`config.mk`:
```
export PLATFORM = sky130hd
export DESIGN_NAME = sync_framed_channel_deframer
export DESIGN_NICKNAME = d
export VERILOG_FILES = /design/src/hw/rtl/sfcd_pkg.sv /design/src/hw/rtl/sfcd_in_reg.sv /design/src/hw/rtl/sfcd_frame_fsm.sv /design/src/hw/rtl/sfcd_out_reg.sv /design/src/hw/rtl/sync_framed_channel_deframer.sv
export SDC_FILE = /design/constraint.sdc
export NUM_CORES = 1
export LEC_CHECK = 0
export BUFFER_PORTS_ARGS = -buffer_cell sky130_fd_sc_hd__buf_2
export CORE_ASPECT_RATIO = 0.5
export CORE_MARGIN = 8
export CORE_UTILIZATION = 25
export CTS_BUF_LIST = sky130_fd_sc_hd__clkbuf_2
export DETAILED_ROUTE_END_ITERATION = 10
export SYNTH_ARGS = -nofsm -noshare
export SYNTH_HDL_FRONTEND = slang
export SYNTH_SLANG_ARGS = --single-unit
```
`constraint.sdc`:
```
create_clock -name clock -period 4.45 [get_ports clock]
set_input_delay 0.6675 -clock clock [delete_from_list [all_inputs] [get_ports clock]]
set_output_delay 0.6675 -clock clock [all_outputs]
set_load 0.02 [all_outputs]
```
`src/hw/rtl/sfcd_pkg.sv`:
```
// Shared constants and types for the sync-framed channel deframer.
package sfcd_pkg;

   localparam int NUM_CHANNELS_DEF = 6;
   localparam int NUM_OUT          = 6;
   localparam int CHAN_W           = 16;
   localparam int BYTE_W           = 8;

   localparam logic [BYTE_W-1:0] SYNC_FIRST  = 8'hFF;
   localparam logic [BYTE_W-1:0] SYNC_SECOND = 8'hFE;

   typedef logic [CHAN_W-1:0] chan_type;

   typedef enum logic [1:0] {
      PH_HUNT  = 2'd0,
      PH_SYNC2 = 2'd1,
      PH_DATA  = 2'd2,
      PH_SKIP  = 2'd3
   } phase_type;

endpackage

```
`src/hw/rtl/sfcd_in_reg.sv`:
```
// Input register stage: holds one received byte until the framer takes it.
module sfcd_in_reg (
   input  logic                        clock,
   input  logic                        reset,
   input  logic                        req_valid,
   output logic                        req_ready,
   input  logic [sfcd_pkg::BYTE_W-1:0] req_rx_byte,
   input  logic                        advance,
   output logic                        byte_valid,
   output logic [sfcd_pkg::BYTE_W-1:0] byte_data
);

   logic                        valid_ff;
   logic                        valid_in;
   logic [sfcd_pkg::BYTE_W-1:0] byte_ff;

   assign req_ready = !valid_ff || advance;

   always_comb begin
      if (req_valid && req_ready) begin
         valid_in = 1'b1;
      end else if (advance) begin
         valid_in = 1'b0;
      end else begin
         valid_in = valid_ff;
      end
   end

   always_ff @(posedge clock) begin
      if (reset) begin
         valid_ff <= 1'b0;
      end else begin
         valid_ff <= valid_in;
      end
   end

   // load payload on acceptance
   always_ff @(posedge clock) begin
      if (req_valid && req_ready) begin
         byte_ff <= req_rx_byte;
      end
   end

   assign byte_valid = valid_ff;
   assign byte_data  = byte_ff;

endmodule

```
`src/hw/rtl/sfcd_frame_fsm.sv`:
```
// Frame state machine and channel store: sync hunt, payload collection, result build.
module sfcd_frame_fsm #(
   parameter int NUM_CHANNELS = sfcd_pkg::NUM_CHANNELS_DEF
) (
   input  logic                                          clock,
   input  logic                                          reset,
   input  logic                                          step,
   input  logic [sfcd_pkg::BYTE_W-1:0]                   byte_data,
   output logic                                          emit,
   output sfcd_pkg::chan_type [sfcd_pkg::NUM_OUT-1:0]    chan_vals
);

   localparam int FRAME_BYTES = 2 * NUM_CHANNELS;
   localparam int CNT_W       = $clog2(FRAME_BYTES + 1);
   localparam int IDX_W       = (NUM_CHANNELS > 1) ? $clog2(NUM_CHANNELS) : 1;

   sfcd_pkg::phase_type phase_ff;
   sfcd_pkg::phase_type phase_in;
   logic [CNT_W-1:0]    cnt_ff;
   logic [CNT_W-1:0]    cnt_in;
   sfcd_pkg::chan_type  store_ff [NUM_CHANNELS];

   logic               is_first;
   logic               is_second;
   logic               last_byte;
   logic [IDX_W-1:0]   idx;
   sfcd_pkg::chan_type wr_value;

   assign is_first  = (byte_data == sfcd_pkg::SYNC_FIRST);
   assign is_second = (byte_data == sfcd_pkg::SYNC_SECOND);
   assign last_byte = (cnt_ff == CNT_W'(FRAME_BYTES - 1));
   assign idx       = IDX_W'(cnt_ff >> 1);

   // even byte opens a channel (high byte), odd byte completes it
   assign wr_value = cnt_ff[0] ? {store_ff[idx][sfcd_pkg::CHAN_W-1:sfcd_pkg::BYTE_W], byte_data}
                               : {byte_data, {sfcd_pkg::BYTE_W{1'b0}}};

   // next state
   always_comb begin
      unique case (phase_ff)
         sfcd_pkg::PH_HUNT: begin
            phase_in = is_first ? sfcd_pkg::PH_SYNC2 : sfcd_pkg::PH_HUNT;
         end
         sfcd_pkg::PH_SYNC2: begin
            phase_in = is_second ? sfcd_pkg::PH_DATA : sfcd_pkg::PH_HUNT;
         end
         sfcd_pkg::PH_DATA: begin
            priority if (is_second) begin
               phase_in = sfcd_pkg::PH_HUNT;
            end else if (is_first) begin
               phase_in = sfcd_pkg::PH_SYNC2;
            end else if (last_byte) begin
               phase_in = sfcd_pkg::PH_SKIP;
            end else begin
               phase_in = sfcd_pkg::PH_DATA;
            end
         end
         sfcd_pkg::PH_SKIP: begin
            phase_in = sfcd_pkg::PH_HUNT;
         end
         default: begin
            phase_in = sfcd_pkg::PH_HUNT;
         end
      endcase
   end

   // outputs: byte count and result strobe
   always_comb begin
      cnt_in = '0;
      emit   = 1'b0;
      if (phase_ff == sfcd_pkg::PH_DATA && !is_first && !is_second) begin
         if (last_byte) begin
            emit = 1'b1;
         end else begin
            cnt_in = cnt_ff + CNT_W'(1);
         end
      end
   end

   always_ff @(posedge clock) begin
      if (reset) begin
         phase_ff <= sfcd_pkg::PH_HUNT;
         cnt_ff   <= '0;
      end else if (step) begin
         phase_ff <= phase_in;
         cnt_ff   <= cnt_in;
      end
   end

   // store every payload byte, including one that aborts the frame
   always_ff @(posedge clock) begin
      if (step && phase_ff == sfcd_pkg::PH_DATA) begin
         store_ff[idx] <= wr_value;
      end
   end

   // result view: the byte being stored is merged in; unused channels read zero
   for (genvar k = 0; k < sfcd_pkg::NUM_OUT; k++) begin : g_chan
      if (k < NUM_CHANNELS) begin : g_used
         assign chan_vals[k] = (phase_ff == sfcd_pkg::PH_DATA && idx == IDX_W'(k))
                               ? wr_value : store_ff[k];
      end else begin : g_unused
         assign chan_vals[k] = '0;
      end
   end

`ifndef SYNTHESIS
   a_count_idle_zero: assert property (@(posedge clock) disable iff (reset)
      phase_ff != sfcd_pkg::PH_DATA |-> cnt_ff == '0)
      else $error("byte count nonzero outside payload phase");

   a_count_bound: assert property (@(posedge clock) disable iff (reset)
      cnt_ff <= CNT_W'(FRAME_BYTES - 1))
      else $error("byte count beyond frame length");

   a_emit_skip: assert property (@(posedge clock) disable iff (reset)
      step && emit |=> phase_ff == sfcd_pkg::PH_SKIP && cnt_ff == '0)
      else $error("completed frame did not move to discard phase");
`endif

endmodule

```
`src/hw/rtl/sfcd_out_reg.sv`:
```
// Result register: holds one completed frame until the consumer takes it.
module sfcd_out_reg (
   input  logic                                       clock,
   input  logic                                       reset,
   input  logic                                       load,
   input  sfcd_pkg::chan_type [sfcd_pkg::NUM_OUT-1:0] load_vals,
   output logic                                       out_free,
   output logic                                       rsp_valid,
   input  logic                                       rsp_ready,
   output sfcd_pkg::chan_type [sfcd_pkg::NUM_OUT-1:0] rsp_vals
);

   logic                                       valid_ff;
   logic                                       valid_in;
   sfcd_pkg::chan_type [sfcd_pkg::NUM_OUT-1:0] vals_ff;

   assign out_free = !valid_ff || rsp_ready;

   always_comb begin
      if (load) begin
         valid_in = 1'b1;
      end else if (rsp_ready) begin
         valid_in = 1'b0;
      end else begin
         valid_in = valid_ff;
      end
   end

   always_ff @(posedge clock) begin
      if (reset) begin
         valid_ff <= 1'b0;
      end else begin
         valid_ff <= valid_in;
      end
   end

   always_ff @(posedge clock) begin
      if (load) begin
         vals_ff <= load_vals;
      end
   end

   assign rsp_valid = valid_ff;
   assign rsp_vals  = vals_ff;

endmodule

```
`src/hw/rtl/sync_framed_channel_deframer.sv`:
```
// Top level of the sync-framed channel deframer.
//
// Feed one received serial byte per request. The block hunts for the sync
// pair 0xFF, 0xFE, then collects 2*NUM_CHANNELS payload bytes into 16-bit
// channels, high byte first, and returns one response with all channels
// when the last payload byte arrives; channel ports at or beyond
// NUM_CHANNELS read zero. A payload byte of 0xFE drops the frame and
// resumes the hunt; 0xFF drops it and counts as a new first sync byte. The
// byte that follows a completed frame is discarded. Throughput is one
// request per clock, save while a frame-completing byte waits: an input
// register feeds the framer, and a response register lets the next request
// in while a finished frame waits. A request that completes a frame passes
// through the input register and then the response register before its
// response shows up; only the byte that completes a frame waits, in the
// input register, while an earlier response is still held by the consumer.
module sync_framed_channel_deframer #(
   parameter int NUM_CHANNELS = sfcd_pkg::NUM_CHANNELS_DEF
) (
   input  logic                        clock,
   input  logic                        reset,
   input  logic                        req_valid,
   output logic                        req_ready,
   input  logic [sfcd_pkg::BYTE_W-1:0] req_rx_byte,
   output logic                        rsp_valid,
   input  logic                        rsp_ready,
   output logic [sfcd_pkg::CHAN_W-1:0] rsp_chan_0,
   output logic [sfcd_pkg::CHAN_W-1:0] rsp_chan_1,
   output logic [sfcd_pkg::CHAN_W-1:0] rsp_chan_2,
   output logic [sfcd_pkg::CHAN_W-1:0] rsp_chan_3,
   output logic [sfcd_pkg::CHAN_W-1:0] rsp_chan_4,
   output logic [sfcd_pkg::CHAN_W-1:0] rsp_chan_5
);

   logic                                       byte_valid;
   logic [sfcd_pkg::BYTE_W-1:0]                byte_data;
   logic                                       advance;
   logic                                       emit;
   logic                                       out_free;
   sfcd_pkg::chan_type [sfcd_pkg::NUM_OUT-1:0] chan_vals;
   sfcd_pkg::chan_type [sfcd_pkg::NUM_OUT-1:0] rsp_vals;

   // advance a held byte unless it completes a frame and the response slot is busy
   assign advance = byte_valid && (!emit || out_free);

   sfcd_in_reg u_in_reg (
      .clock       (clock),
      .reset       (reset),
      .req_valid   (req_valid),
      .req_ready   (req_ready),
      .req_rx_byte (req_rx_byte),
      .advance     (advance),
      .byte_valid  (byte_valid),
      .byte_data   (byte_data)
   );

   sfcd_frame_fsm #(
      .NUM_CHANNELS (NUM_CHANNELS)
   ) u_frame_fsm (
      .clock     (clock),
      .reset     (reset),
      .step      (advance),
      .byte_data (byte_data),
      .emit      (emit),
      .chan_vals (chan_vals)
   );

   sfcd_out_reg u_out_reg (
      .clock     (clock),
      .reset     (reset),
      .load      (advance && emit),
      .load_vals (chan_vals),
      .out_free  (out_free),
      .rsp_valid (rsp_valid),
      .rsp_ready (rsp_ready),
      .rsp_vals  (rsp_vals)
   );

   assign rsp_chan_0 = rsp_vals[0];
   assign rsp_chan_1 = rsp_vals[1];
   assign rsp_chan_2 = rsp_vals[2];
   assign rsp_chan_3 = rsp_vals[3];
   assign rsp_chan_4 = rsp_vals[4];
   assign rsp_chan_5 = rsp_vals[5];

endmodule
```
==> flow_summary.json <==
{
  "ys_seq_area_share_pct": 74.74,
  "cts_buffers": 56,
  "required_ns": 3.78,
  "synth.distinct_cells": 44,
  "p_seq_share_pct": 63.0,
  "maxCapViolations": 0,
  "crit_fanout": 13,
  "grt-ovfl-total": 0,
  "endpoint_kind": "output port",
  "cp_top_family": "simple AND/OR/NAND/NOR gates",
  "critical_path_buf_inv_count": 1,
  "synth.cell_area_um2": 8974,
  "worst_pin_slew_ns": 1.087,
  "post_cts_buffers": 0,
  "path_class": "reg -> out",
  "setup_tns_ns": 0,
  "p_sw_share_pct": 22.47,
  "cts_tree": "yes",
  "die-width_um": 283.9,
  "dp.cells": 1103,
  "drc": 0,
  "cts_resized": 0,
  "cts.sinks": 227,
  "grt_pass1_vias": 5460,
  "initial_core_util_pct": 25.19,
  "dp_hpwl_mm": 13.84,
  "grt_pass1_wl_mm": 32.15,
  "die-area_um2": 42580,
  "worstSetupStartpointType": "flip-flop",
  "cts_htree_levels": 2,
  "slew_headroom_pct": 27.56,
  "numPortBuffers": 109,
  "drtIter0Drc": 351,
  "areaGrowthSynthToFinish_pct": 18.93,
  "totalWireLength_mm": 20.92,
  "crit_arrival_ns": 2.57,
  "cts.clk_slew.worst_paths_ns": 0.12,
  "async_flop_share_pct": 0,
  "pin_count": 110,
  "finalCritPeriodShare_pct": 72.79,
  "drv_slew": 0,
  "clockRootBuffer": "clkbuf_2",
  "hold_class": "in -> reg",
  "crit_chain": "ha_1 > and3b_1 > and2b_4 > nand2_1 > buf_2",
  "p_leak_nw": 3.820,
  "layout.cells.non_filler": 1203,
  "layout.nets": 694,
  "cpPeakStageDelay_ns": 0.59,
  "grt_max_degree": 55,
  "fin_skew_ns": 0.04911,
  "hold_violations": 0,
  "drtAntennaViolNets": 0,
  "core-area_um2": 35620,
  "clkLatencyLatePin_ns": 0.79,
  "synth_ff_type": "edfxtp_1",
  "syn_avg_cell_area_um2": 17.42,
  "rsz0062_at_grt": "false",
  "clockPowerShare_pct": 35.6,
  "setup_viol": 0,
  "outcome": "complete, no violations",
  "row_count": 49,
  "ys_warn_count": 0,
  "clock.fmax_mhz": 308.7,
  "final_common_cell": "edfxtp_1",
  "viasPerCell": 4.229,
  "drtPass1Iterations": 5,
  "wl_per_cell_um": 17.39,
  "drive_gt1_share_pct": 42.54,
  "fin_crit_ns": 3.239,
  "cts.path.max_buffers": 3,
  "syn-num-nets": 528,
  "layout_common_cells": "edfxtp_1, buf_2, clkbuf_2",
  "vdd_drop_max_mv": 0.1263,
  "die_y_um": 150.0,
  "r2r_slack_ns": 1.21,
  "antenna_found_initial": 2,
  "track_usage_pct": 9.543,
  "critPathSlowestCell": "dfxtp_1",
  "powerDensity_nw_per_um2": 346.1,
  "synth_edf_count": 216,
  "vias": 5088,
  "combPwrFrac_pct": 1.4,
  "place_congestion": 0.8318,
  "netlist_instances": 515,
  "synth_seq_cells": 227,
  "power_switching_mw": 0.8301,
  "p_int_mw": 2.864
}
==> worst reg2reg max path: stages (launching register included) <==
cell	delay (ns)
dfxtp_1	0.46
ha_1	0.30
and3b_1	0.27
and2b_4	0.23
a2111oi_4	0.99
buf_4	0.38
mux2_2	0.37
==> layer usage <==
layer / vias to the layer above / share of wire, % / track usage, %
li1: 2361 / - / -
met1: 2549 / 41 / 10.57
met2: 132 / 52 / 17.61
met3: 46 / 4.2 / 2.259
met4: 0 / 2.8 / 3.994
met5: - / 0 / 0
==> cell families after synthesis <==
logic type      Yosys count  synth area share, %
simple gates             81                4.434
flops                   227                74.74
buf+inv                  36                1.952
fa+ha+maj                 1               0.1394
compound gates           66                5.159
mux                     104                13.58
==> Yosys cell counts (2+ instances only) <==
cell type  number  share of area (%)
o22ai_1         8               0.56
dfxtp_1        11                2.5
nor3_1          2               0.11
or4_1           2               0.17
buf_1           2              0.084
a31oi_1         3               0.21
nand2_1        47                2.0
buf_8           2               0.33
nand2b_1        4               0.28
buf_2           5               0.28
nor2_1          3               0.13
inv_1          13               0.54
mux2i_1        16                1.8
nand3_1         4               0.22
and3_1          4               0.28
clkbuf_1        9               0.38
inv_2           3               0.13
mux2_2         70                8.8
o31ai_1         8               0.67
nand3b_1        2               0.17
nor2b_1         3               0.21
a32o_1          2               0.22
a2111oi_4       2               0.61
edfxtp_1      216                 72
o21ai_0        26                1.5
a22o_1          8               0.78
mux2_4         18                3.0
a21oi_1         5               0.28
and3b_1         2               0.20
==> worst paths after layout <==
path / startpoint / end / cells after the start
worst min-delay path: req_rx_byte[5] / u_in_reg.byte_data[5] / 1
worst max register to register: u_frame_fsm.cnt_ff[0] / rsp_chan_4[3] / 6
worst min register to register: u_frame_fsm.store_ff[4][7] / rsp_chan_4[7] / 1
worst max-delay path: u_frame_fsm.cnt_ff[0] / req_ready / 5
==> sequential cells by signal (all words and copies together) (netlist names), 4 cells and up, named ones only <==
signal / count
rsp_chan_2: 16
rsp_chan_3: 16
rsp_chan_5: 16
u_frame_fsm.cnt_ff: 4
rsp_chan_4: 16
u_frame_fsm.store_ff: 112
rsp_chan_1: 16
rsp_chan_0: 16
u_in_reg.byte_data: 8
==> area by class of cell <==
class	count	area [um^2]
Clock buffer	78	390.4
Multi-Input combinational cell	252	2118
Inverter	16	60.06
Sequential cell	227	6706
Tap cell	484	605.6
Fill cell	3535	24950
Clock inverter	16	88.84
Antenna cell	2	5.005
Timing Repair Buffer	128	698.2
==> what timing repair did <==
action	in CTS	in global routing
hold buffers	1	3
endpoints found under the setup margin	0	0
endpoints found under the hold margin	1	3
==> per-stage QoR <==
step / setup WS [ns] / hold WS (ns) / power, mW / instance area (um^2) / utilization [%]
after global placement: 1.387 / 0.5087 / 2.424 / 10140 / 28.48
after CTS: 1.180 / 0.002964 / 3.745 / 10630 / 29.85
after global routing: 1.038 / 0.0003719 / 3.858 / 10670 / 29.96
final: 1.211 / 0.08033 / 3.694 / 10670 / 29.96
after floorplan: 0.6551 / 0.4963 / 2.398 / 8974 / -
after detailed placement: 1.289 / 0.5098 / 2.426 / 10140 / 28.48
==> power by group through the flow <==
stage / logic, mW / clock network [mW] / registers [mW]
detailed placement: 0.0485 / 0 / 2.38
floorplan: 0.0232 / 0 / 2.37
finish: 0.0512 / 1.31 / 2.33
CTS: 0.0488 / 1.37 / 2.33
global route: 0.0560 / 1.47 / 2.33
global placement: 0.0469 / 0 / 2.38
Note: power is estimated with default switching activity, not from simulation.
